`config.mk`:
```
export PLATFORM = sky130hd
export DESIGN_NAME = seismic_section_gray_with_curve
export DESIGN_NICKNAME = d
export VERILOG_FILES = /design/src/rtl/ssgc_pkg.sv /design/src/rtl/ssgc_div.sv /design/src/rtl/seismic_section_gray_with_curve.sv
export SDC_FILE = /design/constraint.sdc
export NUM_CORES = 1
export LEC_CHECK = 0
export BUFFER_PORTS_ARGS = -buffer_cell sky130_fd_sc_hd__buf_2
export CAP_MARGIN = 30
export CORE_ASPECT_RATIO = 0.8
export CORE_MARGIN = 2
export CORE_UTILIZATION = 56
export CTS_BUF_LIST = sky130_fd_sc_hd__clkbuf_8
export DETAILED_ROUTE_END_ITERATION = 7
export GPL_TIMING_DRIVEN = 0
export PLACE_DENSITY = 0.77
export SLEW_MARGIN = 5
export SYNTH_ARGS = -nofsm -noshare
export SYNTH_HDL_FRONTEND = slang
export SYNTH_SLANG_ARGS = --single-unit
```
`constraint.sdc`:
```
create_clock -name clk -period 7.55 [get_ports clk]
set_clock_uncertainty 0.2 [all_clocks]
set_input_delay 0.3775 -clock clk [delete_from_list [all_inputs] [get_ports clk]]
set_output_delay 0.3775 -clock clk [all_outputs]
set_load 0.02 [all_outputs]
```
`src/rtl/ssgc_pkg.sv`:
```
// ----------------------------------------------------------------------------
// ssgc_pkg
// Shared widths, register codes and request/result types of the section
// gray mapper with curve overlay.
// ----------------------------------------------------------------------------
package ssgc_pkg;

  localparam int SAMPLE_BITS = 16;
  localparam int ROW_BITS    = 12;
  localparam int CURVE_BITS  = 16;
  localparam int PEN_BITS    = 5;
  localparam int COUNT_BITS  = ROW_BITS + 1;
  localparam int COLOR_BITS  = 8;

  localparam int GRAY_TOP  = 255;
  localparam int GRAY_STEP = 254;

  localparam int DIFF_W  = SAMPLE_BITS + 1;
  localparam int NUM_W   = SAMPLE_BITS + 10;
  localparam int DEN_W   = SAMPLE_BITS + 1;
  localparam int QUO_W   = COLOR_BITS;
  localparam int REM_W   = DEN_W + QUO_W;
  localparam int FULL_W  = NUM_W + 1;
  localparam int CLAMP_W = ((CURVE_BITS > COUNT_BITS) ? CURVE_BITS : COUNT_BITS) + 1;
  localparam int POS_W   = COUNT_BITS + 2;

  localparam int DIV_STAGES     = 4;
  localparam int BITS_PER_STAGE = QUO_W / DIV_STAGES;

  localparam int CFG_IDX_W  = 3;
  localparam int CFG_DATA_W = (SAMPLE_BITS > COUNT_BITS) ? SAMPLE_BITS : COUNT_BITS;

  localparam int WIN_LOW_INIT   = -32768;
  localparam int WIN_HIGH_INIT  = 32767;
  localparam int ROW_COUNT_INIT = 4096;

  localparam logic [SAMPLE_BITS-1:0] WIN_LOW_RST   = SAMPLE_BITS'(WIN_LOW_INIT);
  localparam logic [SAMPLE_BITS-1:0] WIN_HIGH_RST  = SAMPLE_BITS'(WIN_HIGH_INIT);
  localparam logic [COLOR_BITS-1:0]  RED_RST       = COLOR_BITS'(0);
  localparam logic [COLOR_BITS-1:0]  GREEN_RST     = COLOR_BITS'(255);
  localparam logic [COLOR_BITS-1:0]  BLUE_RST      = COLOR_BITS'(0);
  localparam logic [PEN_BITS-1:0]    PEN_RST       = PEN_BITS'(2);
  localparam logic [COUNT_BITS-1:0]  ROW_COUNT_RST = COUNT_BITS'(ROW_COUNT_INIT);

  typedef enum logic [CFG_IDX_W-1:0] {
    CFG_WIN_LOW   = 3'd0,
    CFG_WIN_HIGH  = 3'd1,
    CFG_RED       = 3'd2,
    CFG_GREEN     = 3'd3,
    CFG_BLUE      = 3'd4,
    CFG_PEN       = 3'd5,
    CFG_ROW_COUNT = 3'd6
  } cfg_idx_t;

  typedef struct packed {
    logic signed [SAMPLE_BITS-1:0] sample;
    logic        [ROW_BITS-1:0]    pixel_row;
    logic signed [CURVE_BITS-1:0]  curve_row;
  } in_t;

  typedef struct packed {
    logic [COLOR_BITS-1:0] red;
    logic [COLOR_BITS-1:0] green;
    logic [COLOR_BITS-1:0] blue;
  } out_t;

  typedef struct packed {
    logic vld;
    logic cov;
  } tag_t;

endpackage

```
`src/rtl/ssgc_div.sv`:
```
// ----------------------------------------------------------------------------
// ssgc_div
// Pipelined restoring divider for the gray level: two quotient bits per
// stage, one request per cycle, tag bits carried alongside.
// ----------------------------------------------------------------------------
module ssgc_div import ssgc_pkg::*; (
  input  logic             clk,
  input  logic             rst_n,
  input  tag_t             in_tag,
  input  logic [REM_W-1:0] in_rem,
  input  logic [DEN_W-1:0] in_den,
  output tag_t             out_tag,
  output logic [QUO_W-1:0] out_quo
);

  tag_t             tag_r [DIV_STAGES];
  logic [REM_W-1:0] rem_r [DIV_STAGES];
  logic [DEN_W-1:0] den_r [DIV_STAGES];
  logic [QUO_W-1:0] quo_r [DIV_STAGES];

  for (genvar g = 0; g < DIV_STAGES; g++) begin : g_stage
    tag_t             tag_i;
    logic [REM_W-1:0] rem_i;
    logic [REM_W-1:0] rem_nxt;
    logic [DEN_W-1:0] den_i;
    logic [QUO_W-1:0] quo_i;
    logic [QUO_W-1:0] quo_nxt;

    if (g == 0) begin : g_first
      assign tag_i = in_tag;
      assign rem_i = in_rem;
      assign den_i = in_den;
      assign quo_i = '0;
    end else begin : g_next
      assign tag_i = tag_r[g-1];
      assign rem_i = rem_r[g-1];
      assign den_i = den_r[g-1];
      assign quo_i = quo_r[g-1];
    end

    always_comb begin
      logic [REM_W-1:0] trial;
      rem_nxt = rem_i;
      quo_nxt = quo_i;
      for (int j = 0; j < BITS_PER_STAGE; j++) begin
        trial = REM_W'(den_i) << (QUO_W - 1 - g * BITS_PER_STAGE - j);
        if (rem_nxt >= trial) begin
          rem_nxt = rem_nxt - trial;
          quo_nxt = quo_nxt | (QUO_W'(1) << (QUO_W - 1 - g * BITS_PER_STAGE - j));
        end
      end
    end

    always_ff @(posedge clk) begin
      if (!rst_n) begin
        tag_r[g] <= '0;
      end else begin
        tag_r[g] <= tag_i;
      end
    end

    always_ff @(posedge clk) begin
      rem_r[g] <= rem_nxt;
      den_r[g] <= den_i;
      quo_r[g] <= quo_nxt;
    end
  end

  assign out_tag = tag_r[DIV_STAGES-1];
  assign out_quo = quo_r[DIV_STAGES-1];

  a_vld_latency: assert property (@(posedge clk) disable iff (!rst_n)
    out_tag.vld |-> $past(in_tag.vld, DIV_STAGES))
    else $error("divider output without matching input");

  a_rem_bound: assert property (@(posedge clk) disable iff (!rst_n)
    out_tag.vld |-> (rem_r[DIV_STAGES-1] < REM_W'(den_r[DIV_STAGES-1])))
    else $error("divider remainder not below divisor");

  a_cov_carry: assert property (@(posedge clk) disable iff (!rst_n)
    out_tag.vld |-> (out_tag.cov == $past(in_tag.cov, DIV_STAGES)))
    else $error("divider tag corrupted");

endmodule

```
`src/rtl/seismic_section_gray_with_curve.sv`:
```
// ----------------------------------------------------------------------------
// seismic_section_gray_with_curve
// Throughput: one request per cycle while busy is low. Each accepted request
// passes the eight-register pipeline (three arithmetic stages, four divider
// stages, output register) and then shows its pixel on out_data with
// out_valid high. Reset: synchronous; busy is high during reset and clears
// at the first clock edge after it. Configuration, valid and tag registers
// return to their reset values; the result side never stalls.
// ----------------------------------------------------------------------------
module seismic_section_gray_with_curve import ssgc_pkg::*; (
  input  logic                  clk,
  input  logic                  rst_n,
  input  logic                  start,
  output logic                  busy,
  input  in_t                   in_data,
  output logic                  out_valid,
  output out_t                  out_data,
  input  logic                  cfg_valid,
  output logic                  cfg_ready,
  input  logic [CFG_IDX_W-1:0]  cfg_index,
  input  logic [CFG_DATA_W-1:0] cfg_data
);

  logic signed [SAMPLE_BITS-1:0] win_low_r;
  logic signed [SAMPLE_BITS-1:0] win_high_r;
  logic [COLOR_BITS-1:0]         red_r;
  logic [COLOR_BITS-1:0]         green_r;
  logic [COLOR_BITS-1:0]         blue_r;
  logic [PEN_BITS-1:0]           pen_r;
  logic [COUNT_BITS-1:0]         rows_r;
  logic                          busy_r;

  logic accept;

  // stage a
  logic signed [DIFF_W-1:0]     range_a;
  logic signed [DIFF_W-1:0]     diff_a;
  logic [SAMPLE_BITS-1:0]       d_a;
  logic signed [CLAMP_W-1:0]    crv_a;
  logic signed [CLAMP_W-1:0]    lim_a;
  logic signed [CLAMP_W-1:0]    clamp_a;
  logic                         rowok_a;

  logic                         a_vld_r;
  logic signed [DIFF_W-1:0]     a_diff_r;
  logic [SAMPLE_BITS-1:0]       a_d_r;
  logic [ROW_BITS-1:0]          a_row_r;
  logic [COUNT_BITS-1:0]        a_crv_r;
  logic                         a_rowok_r;

  // stage b
  logic signed [NUM_W-1:0]      num_b;
  logic signed [POS_W-1:0]      start_b;
  logic signed [POS_W-1:0]      row_b;
  logic                         cov_b;

  tag_t                         b_tag_r;
  logic signed [NUM_W-1:0]      b_num_r;
  logic [SAMPLE_BITS-1:0]       b_d_r;

  // stage c
  logic [DEN_W-1:0]             den_c;
  logic [FULL_W-1:0]            full_c;
  logic [REM_W-1:0]             cap_c;
  logic [REM_W-1:0]             rem_c;

  tag_t                         c_tag_r;
  logic [REM_W-1:0]             c_rem_r;
  logic [DEN_W-1:0]             c_den_r;

  tag_t                         div_tag;
  logic [QUO_W-1:0]             div_quo;

  logic                         out_valid_r;
  logic                         out_cov_r;
  out_t                         out_data_r;

  // configuration
  always_ff @(posedge clk) begin
    if (!rst_n) begin
      win_low_r  <= WIN_LOW_RST;
      win_high_r <= WIN_HIGH_RST;
      red_r      <= RED_RST;
      green_r    <= GREEN_RST;
      blue_r     <= BLUE_RST;
      pen_r      <= PEN_RST;
      rows_r     <= ROW_COUNT_RST;
    end else if (cfg_valid && cfg_ready) begin
      case (cfg_index)
        CFG_WIN_LOW:   win_low_r  <= cfg_data[SAMPLE_BITS-1:0];
        CFG_WIN_HIGH:  win_high_r <= cfg_data[SAMPLE_BITS-1:0];
        CFG_RED:       red_r      <= cfg_data[COLOR_BITS-1:0];
        CFG_GREEN:     green_r    <= cfg_data[COLOR_BITS-1:0];
        CFG_BLUE:      blue_r     <= cfg_data[COLOR_BITS-1:0];
        CFG_PEN:       pen_r      <= cfg_data[PEN_BITS-1:0];
        CFG_ROW_COUNT: rows_r     <= cfg_data[COUNT_BITS-1:0];
        default: ;
      endcase
    end
  end

  always_ff @(posedge clk) begin
    if (!rst_n) begin
      busy_r <= 1'b1;
    end else begin
      busy_r <= 1'b0;
    end
  end

  assign busy      = busy_r;
  assign cfg_ready = !busy_r;
  assign accept    = start && !busy_r;

  // stage a: window offsets, curve clamp
  always_comb begin
    range_a = DIFF_W'(win_high_r) - DIFF_W'(win_low_r);
    diff_a  = DIFF_W'(in_data.sample) - DIFF_W'(win_low_r);
    d_a     = (range_a > 0) ? range_a[SAMPLE_BITS-1:0] : SAMPLE_BITS'(1);
    crv_a   = CLAMP_W'(in_data.curve_row);
    lim_a   = signed'(CLAMP_W'(rows_r)) - CLAMP_W'(1);
    if (crv_a < 0) begin
      clamp_a = '0;
    end else if (crv_a > lim_a) begin
      clamp_a = lim_a;
    end else begin
      clamp_a = crv_a;
    end
    rowok_a = (rows_r != '0) && (COUNT_BITS'(in_data.pixel_row) < rows_r);
  end

  always_ff @(posedge clk) begin
    if (!rst_n) begin
      a_vld_r <= 1'b0;
    end else begin
      a_vld_r <= accept;
    end
  end

  always_ff @(posedge clk) begin
    a_diff_r  <= diff_a;
    a_d_r     <= d_a;
    a_row_r   <= in_data.pixel_row;
    a_crv_r   <= clamp_a[COUNT_BITS-1:0];
    a_rowok_r <= rowok_a;
  end

  // stage b: numerator, pen cover
  always_comb begin
    num_b   = signed'(NUM_W'(a_d_r)) * NUM_W'(GRAY_TOP)
            - NUM_W'(a_diff_r) * NUM_W'(GRAY_STEP);
    start_b = signed'(POS_W'(a_crv_r)) - signed'(POS_W'(pen_r >> 1));
    row_b   = signed'(POS_W'(a_row_r));
    cov_b   = a_rowok_r && (start_b <= row_b)
            && (row_b < start_b + signed'(POS_W'(pen_r)));
  end

  always_ff @(posedge clk) begin
    if (!rst_n) begin
      b_tag_r <= '0;
    end else begin
      b_tag_r <= '{vld: a_vld_r, cov: cov_b};
    end
  end

  always_ff @(posedge clk) begin
    b_num_r <= num_b;
    b_d_r   <= a_d_r;
  end

  // stage c: rounding offset and saturation at full scale
  always_comb begin
    den_c  = {b_d_r, 1'b0};
    full_c = (b_num_r > 0) ? ((FULL_W'(unsigned'(b_num_r)) << 1) + FULL_W'(b_d_r))
                           : '0;
    cap_c  = {den_c, {QUO_W{1'b0}}} - REM_W'(1);
    rem_c  = (full_c > FULL_W'(cap_c)) ? cap_c : full_c[REM_W-1:0];
  end

  always_ff @(posedge clk) begin
    if (!rst_n) begin
      c_tag_r <= '0;
    end else begin
      c_tag_r <= b_tag_r;
    end
  end

  always_ff @(posedge clk) begin
    c_rem_r <= rem_c;
    c_den_r <= den_c;
  end

  ssgc_div u_div (
    .clk     (clk),
    .rst_n   (rst_n),
    .in_tag  (c_tag_r),
    .in_rem  (c_rem_r),
    .in_den  (c_den_r),
    .out_tag (div_tag),
    .out_quo (div_quo)
  );

  // output register
  always_ff @(posedge clk) begin
    if (!rst_n) begin
      out_valid_r <= 1'b0;
      out_cov_r   <= 1'b0;
    end else begin
      out_valid_r <= div_tag.vld;
      out_cov_r   <= div_tag.cov;
    end
  end

  always_ff @(posedge clk) begin
    if (div_tag.cov) begin
      out_data_r <= '{red: red_r, green: green_r, blue: blue_r};
    end else begin
      out_data_r <= '{red: div_quo, green: div_quo, blue: div_quo};
    end
  end

  assign out_valid = out_valid_r;
  assign out_data  = out_data_r;

  a_out_from_req: assert property (@(posedge clk) disable iff (!rst_n)
    out_valid |-> $past(start && !busy, 8))
    else $error("result without request");

  a_busy_reset: assert property (@(posedge clk) disable iff (!rst_n)
    busy |-> $past(!rst_n))
    else $error("busy outside reset recovery");

  a_row_bound: assert property (@(posedge clk) disable iff (!rst_n)
    (out_valid && $past(a_vld_r && !a_rowok_r, 7)) |-> !out_cov_r)
    else $error("curve drawn outside section rows");

endmodule

```
-- After elaboration in Yosys (flattened, before gate mapping)
Memories as Yosys holds them, arrays and structs flattened.
Index checks and enable logic that the tools add are counted.
- flip-flop bits (word level): 247
- RAM bits: 208
- input bits: 67
- output and inout port bits: 27
- logic and storage cells: 115
- memories kept: 4
- memories (name ; depth ; bits a word ; read ports ; clocked after Yosys merged registers in ; wr ports ; RTL line ; text):
    u_div.rem_r ; 4 ; 25 ; 3 ; 0 ; 4 ; ssgc_div.sv:17 ; logic [REM_W-1:0] rem_r [DIV_STAGES];
    u_div.den_r ; 4 ; 17 ; 3 ; 0 ; 4 ; ssgc_div.sv:18 ; logic [DEN_W-1:0] den_r [DIV_STAGES];
    u_div.quo_r ; 4 ; 8 ; 4 ; 0 ; 4 ; ssgc_div.sv:19 ; logic [QUO_W-1:0] quo_r [DIV_STAGES];
    u_div.tag_r ; 4 ; 2 ; 4 ; 0 ; 4 ; ssgc_div.sv:16 ; tag_t tag_r [DIV_STAGES];
- add/sub/neg operators: 16
- multiply operators: 2
- order comparisons: 16
- equality and inequality tests: 6
- mux-type cells: 26
- bitwise operators: 4
- reduce and logical (&&, ||, !) cells: 15
- operators with widths (operator ; count):
    25-bit 2-to-1 mux ; 9
    16-bit by 16-bit subtractor with 17-bit output ; 2
    27-bit by 16-bit adder with 27-bit output ; 1
    27-bit by 25-bit > comparator with 1-bit output ; 1
    27-bit 2-to-1 mux ; 1
    26-bit by 1-bit > comparator with 1-bit output, second input constant ; 1
    25-bit by 26-bit subtractor with 26-bit output ; 1
    25-bit by 17-bit >= comparator with 1-bit output ; 1
    25-bit by 18-bit >= comparator with 1-bit output ; 1
    25-bit by 19-bit >= comparator with 1-bit output ; 1
    25-bit by 20-bit >= comparator with 1-bit output ; 1
    25-bit by 21-bit >= comparator with 1-bit output ; 1
    25-bit by 22-bit >= comparator with 1-bit output ; 1
    25-bit by 23-bit >= comparator with 1-bit output ; 1
    25-bit by 24-bit >= comparator with 1-bit output ; 1
    17-bit by 8-bit multiplier with 25-bit output, second input constant ; 1
    25-bit by 1-bit subtractor with 25-bit output, second input constant ; 1
    25-bit by 17-bit subtractor with 25-bit output ; 1
    25-bit by 18-bit subtractor with 25-bit output ; 1
    25-bit by 19-bit subtractor with 25-bit output ; 1
    25-bit by 20-bit subtractor with 25-bit output ; 1
    25-bit by 21-bit subtractor with 25-bit output ; 1
    25-bit by 22-bit subtractor with 25-bit output ; 1
    25-bit by 23-bit subtractor with 25-bit output ; 1
    other kinds (30) ; 52

-- Logic depth before layout (Yosys ltp)
An unclocked memory read counts as a cell.
- word-level depth: 5
- mapped depth: 27

-- Hierarchy
From an unflattened synthesis, not the netlist that was laid out.
- cell total of the unflattened synthesis: 3584
- area, all modules: 31057.3 um^2
- by module, submodules not included (module ; instances ; cells an instance ; area each (um^2)):
    seismic_section_gray_with_curve ; 1 ; 2220 ; 19792.7
    ssgc_div ; 1 ; 1364 ; 11264.6

-- Worst setup path after synthesis
OpenSTA, ideal clock, no wires.
- path kind: reg2reg
- from: register a_d_r[3]
- to: register b_num_r[24]
- arrival time: 6.280 ns
- data required time: 7.223 ns
- path slack: 0.944 ns
- stages on the path, launching flop included: 28
- buffers on the path: 0
- cells stage by stage: dfxtp_1 -> inv_1 -> fa_1 -> inv_1 -> fa_1 -> fa_1 -> inv_1 -> fa_1 -> inv_1 -> ha_1 -> o21a_1 -> o21ai_0 -> nand2b_1 -> and3_1 -> a221oi_1 -> nor2b_1 -> o21ai_0 -> a21oi_1 -> ha_1 -> nor2b_1 -> o21ai_0 -> o21ai_0 -> a211oi_1 -> o21ai_0 -> a2111oi_0 -> or3_1 -> o21ai_0 -> xor2_1
- word-level cells in the longest chain between the ends: 2
- ends and longest elaborated chain (element ; RTL line ; text):
    start, declared ; seismic_section_gray_with_curve.sv:46 ; logic [SAMPLE_BITS-1:0] a_d_r;
    start signal, assigned ; seismic_section_gray_with_curve.sv:141 ; a_d_r <= d_a;
    16-bit by 8-bit multiplier with 24-bit output ; seismic_section_gray_with_curve.sv:149 ; num_b = signed'(NUM_W'(a_d_r)) * NUM_W'(GRAY_TOP)
    25-bit by 26-bit subtractor with 26-bit output ; seismic_section_gray_with_curve.sv:150 ; - NUM_W'(a_diff_r) * NUM_W'(GRAY_STEP);
    net num_b[24] ; seismic_section_gray_with_curve.sv:52 ; logic signed [NUM_W-1:0] num_b;
    end signal, assigned ; seismic_section_gray_with_curve.sv:166 ; b_num_r <= num_b;
    end, declared ; seismic_section_gray_with_curve.sv:58 ; logic signed [NUM_W-1:0] b_num_r;
The timed path passes the listed nets, and every way through them passes these cells.
A chain may end at the register's enable or synchronous reset.

-- Worst setup path after layout
Ends and elaborated chain as after synthesis.

==> flow_metrics.tcl <==
set metrics [dict create \
    outcome "finished clean" \
    fin_crit_sh_pct 94.51 \
    fp.dieW_um 264.6 \
    drive_gt1_share_pct 8.486 \
    maxCapViolations 0 \
    synthCells 3477 \
    min_to "a_diff_r[7]" \
    io_buffer_count 93 \
    worst_setup_path_start_kind "flip-flop" \
    hpwl_um 59580 \
    grt_start_max_net_pins 16 \
    r2r_end "b_num_r[24]" \
    max_freq_mhz 140.1 \
    reg2reg_from "a_d_r[3]" \
    post_drt_wl_per_cell_um 16.63 \
    h-tree-depth 3 \
    die-area_um2 56220 \
    vias 24899 \
    cts_sinks 397 \
    grt.total_usage_pct 27.01 \
    drc 0 \
    hold-worst-slack_ns 0.02281 \
    multi_input_area_um2 20400 \
    dpl_worst_slack_ns 0.06491 \
    syn-cell-area_um2 30420 \
    min_path_cells 3 \
    finalSetupViolCount 0 \
    rrSetupSlack_ns 0.41 \
    required_ns 7.93 \
    fp.dieH_um 212.5 \
    cts.clk_slew.worst_paths_ns 0.06 \
    syn_nets 4076 \
    avgSynthCellArea_um2 8.750 \
    path_common_cell "o21ai_0" \
    cts_tree "done" \
    area_delta_synth_final_pct 11.70 \
    grt_pass1_wl_um 122500 \
    hold_class "in2reg" \
    fillers 4504 \
    cts-buffers-inserted 69 \
    drt_iter0_markers 2012 \
    worstRegToRegCells 27 \
    ys_seq_area_share_pct 26.12 \
    setup_ws_ns 0.4142 \
    start_util_pct 56.63 \
    relSlewSlack_pct 24.31 \
    crit_fanout 5 \
    cts.path.max_buffers 3 \
    ant_nets 0 \
    grt_pass1_vias 23997 \
    synth_top_flop_cell "dfxtp_1" \
    yosysUniqueCellTypes 96 \
    place_congestion 0.9412 \
    firstDrtPassIters 6 \
    postCtsSetupBuffers 0 \
    fin_nets 4305 \
    hold_start "in_data[35]" \
    finalHoldViolCount 0 \
    final_core_util_pct 63.26 \
    design.core.area_um2 53730 \
    cts_root_buf "clkbuf_8" \
    fin_crit_ns 7.136 \
    worst_pin_slew_ns 1.107 \
    rows 76 \
    critPathMaxStageDelay_ns 0.61 \
    synth_edf_count 0 \
    maxSlewViolCount 0 \
    cp.arrival_ns 7.51 \
    antenna_found_initial 5 \
    worstSetupEndpointType "flip-flop" \
    criticalPathCategory "reg2reg" \
    ys_warn_count 0 \
    ios 94 \
    async_reset_ff_share_pct 0 \
    wl_um 74270 \
    seq_area_um2 7949 \
    clock_latency_ns 0.70 \
    routed_via_density 5.576 \
    gr-total-overflow 0 \
    critPathSlowestCell "fa_1" \
    synth_seq_cells 397 \
]
-- state kept, by name, indices dropped and copies added, names as in the netlist, 2 cells and up --
| signal | flops |
|---|---|
| u_div.rem_r | 75 |
| u_div.den_r | 48 |
| b_num_r | 25 |
| c_rem_r | 25 |
| out_data | 24 |
| u_div.quo_r | 20 |
| a_diff_r | 17 |
| a_d_r | 16 |
| b_d_r | 16 |
| c_den_r | 16 |
| win_high_r | 16 |
| win_low_r | 16 |
| a_crv_r | 13 |
| rows_r | 13 |
| a_row_r | 12 |
| blue_r | 8 |
| green_r | 8 |
| red_r | 8 |
| u_div.tag_r | 8 |
| pen_r | 5 |
| b_tag_r | 2 |
| c_tag_r | 2 |
-- worst max-delay path by stage --
| stage | from | endpoint | slack [ns] | depth (start not counted) |
|---|---|---|---|---|
| 5_1_grt | a_d_r[3] | b_num_r[24] | -0.11 | 27 |
| 3_3_place_gp | a_d_r[3] | b_num_r[24] | 0.06 | 27 |
| 2_1_floorplan | a_d_r[3] | b_num_r[24] | 0.94 | 27 |
| 6_report | a_d_r[3] | b_num_r[24] | 0.41 | 27 |
| 4_1_cts | a_d_r[3] | b_num_r[24] | 0.02 | 27 |
| 3_5_place_dp | a_d_r[3] | b_num_r[24] | 0.06 | 27 |
-- Yosys cell counts (all sizes together) (26+ instances only) --
master,n,area share (%)
xor2,81,2.3
fa,160,11
clkbuf,43,0.53
nor3,66,1.1
or2,26,0.53
a211oi,37,0.97
a21o,90,2.2
xnor2,148,4.3
nand2,300,3.7
o21ai,169,2.8
nand2b,57,1.2
mux2i,70,2.3
nand4,42,0.95
ha,372,15
nand3,66,1.1
a21oi,176,2.9
dfxtp,397,26
o21a,48,1.2
mux2,43,1.7
nor2b,45,0.93
inv,491,6.1
o21bai,28,0.70
nor2,209,2.6
-- metrics by stage --
step / std cells / TNS [ns] / instance area, µm²
after floorplan: 3477 / 0 / 30420
after global placement: 4272 / 0 / 31770
after detailed placement: 4273 / 0 / 31770
after CTS: 4461 / 0 / 33940
after global routing: 4464 / -0.1105 / 33980
final: 4465 / 0 / 33990
-- cell type report --
class | count | share of cell area (%)
well taps | 702 | 2.584
inverters | 491 | 5.423
repair buffers | 158 | 3.269
clock buffers | 85 | 3.442
plain buffers | 59 | 0.7621
multi-input cells | 2530 | 60.04
flip-flops and latches | 397 | 23.39
diodes | 4 | 0.02945
clock inverters | 39 | 1.060
-- what timing repair did --
item | CTS | global route
hold buffers | 64 | 0
hold endpoints to repair | 115 | 0
gates resized for setup | 0 | 7
endpoints found under the setup margin | 0 | 16
-- layout by cell type (no fill, tap or decap), types with 105 or more instances in the layout --
cell type and n:
o21ai_0 155, buf_2 105, a21oi_1 174, nand2_1 298, xnor2_1 148, fa_1 160, nor2_1 208, inv_1 505
ha_1 372, dfxtp_1 396
-- critical path, delay by kind of cell (launching register included) --
kind	cells	cell delay, ns
xor gates and xnor gates	1	0.15
and+or+nand+nor	5	0.75
DFF	1	0.43
buffers and inverters	4	0.35
adders and majority gates	6	2.92
AOI/OAI and AO/OA	11	2.21
-- per-layer routing --
metal / global-route usage [%] / routed length (µm) / up-vias
li1: - / - / 12325
met1: 38.96 / 36070 / 11718
met2: 41.24 / 31340 / 744
met3: 5.965 / 5519 / 110
met4: 6.074 / 1330 / 2
met5: 0 / 11 / -
-- kinds of logic after synthesis --
family	count (synthesis)	share of synthesized area, %
buf+inv	550	6.909
compound gates	715	15.39
xor+xnor	229	6.592
fa+ha+maj	532	25.83
simple gates	941	15.19
mux	113	3.969
flops	397	26.12
Power is left out: the tool's default activity adds up to more than one toggle a clock period on the data nets, which glitch-free logic cannot reach.
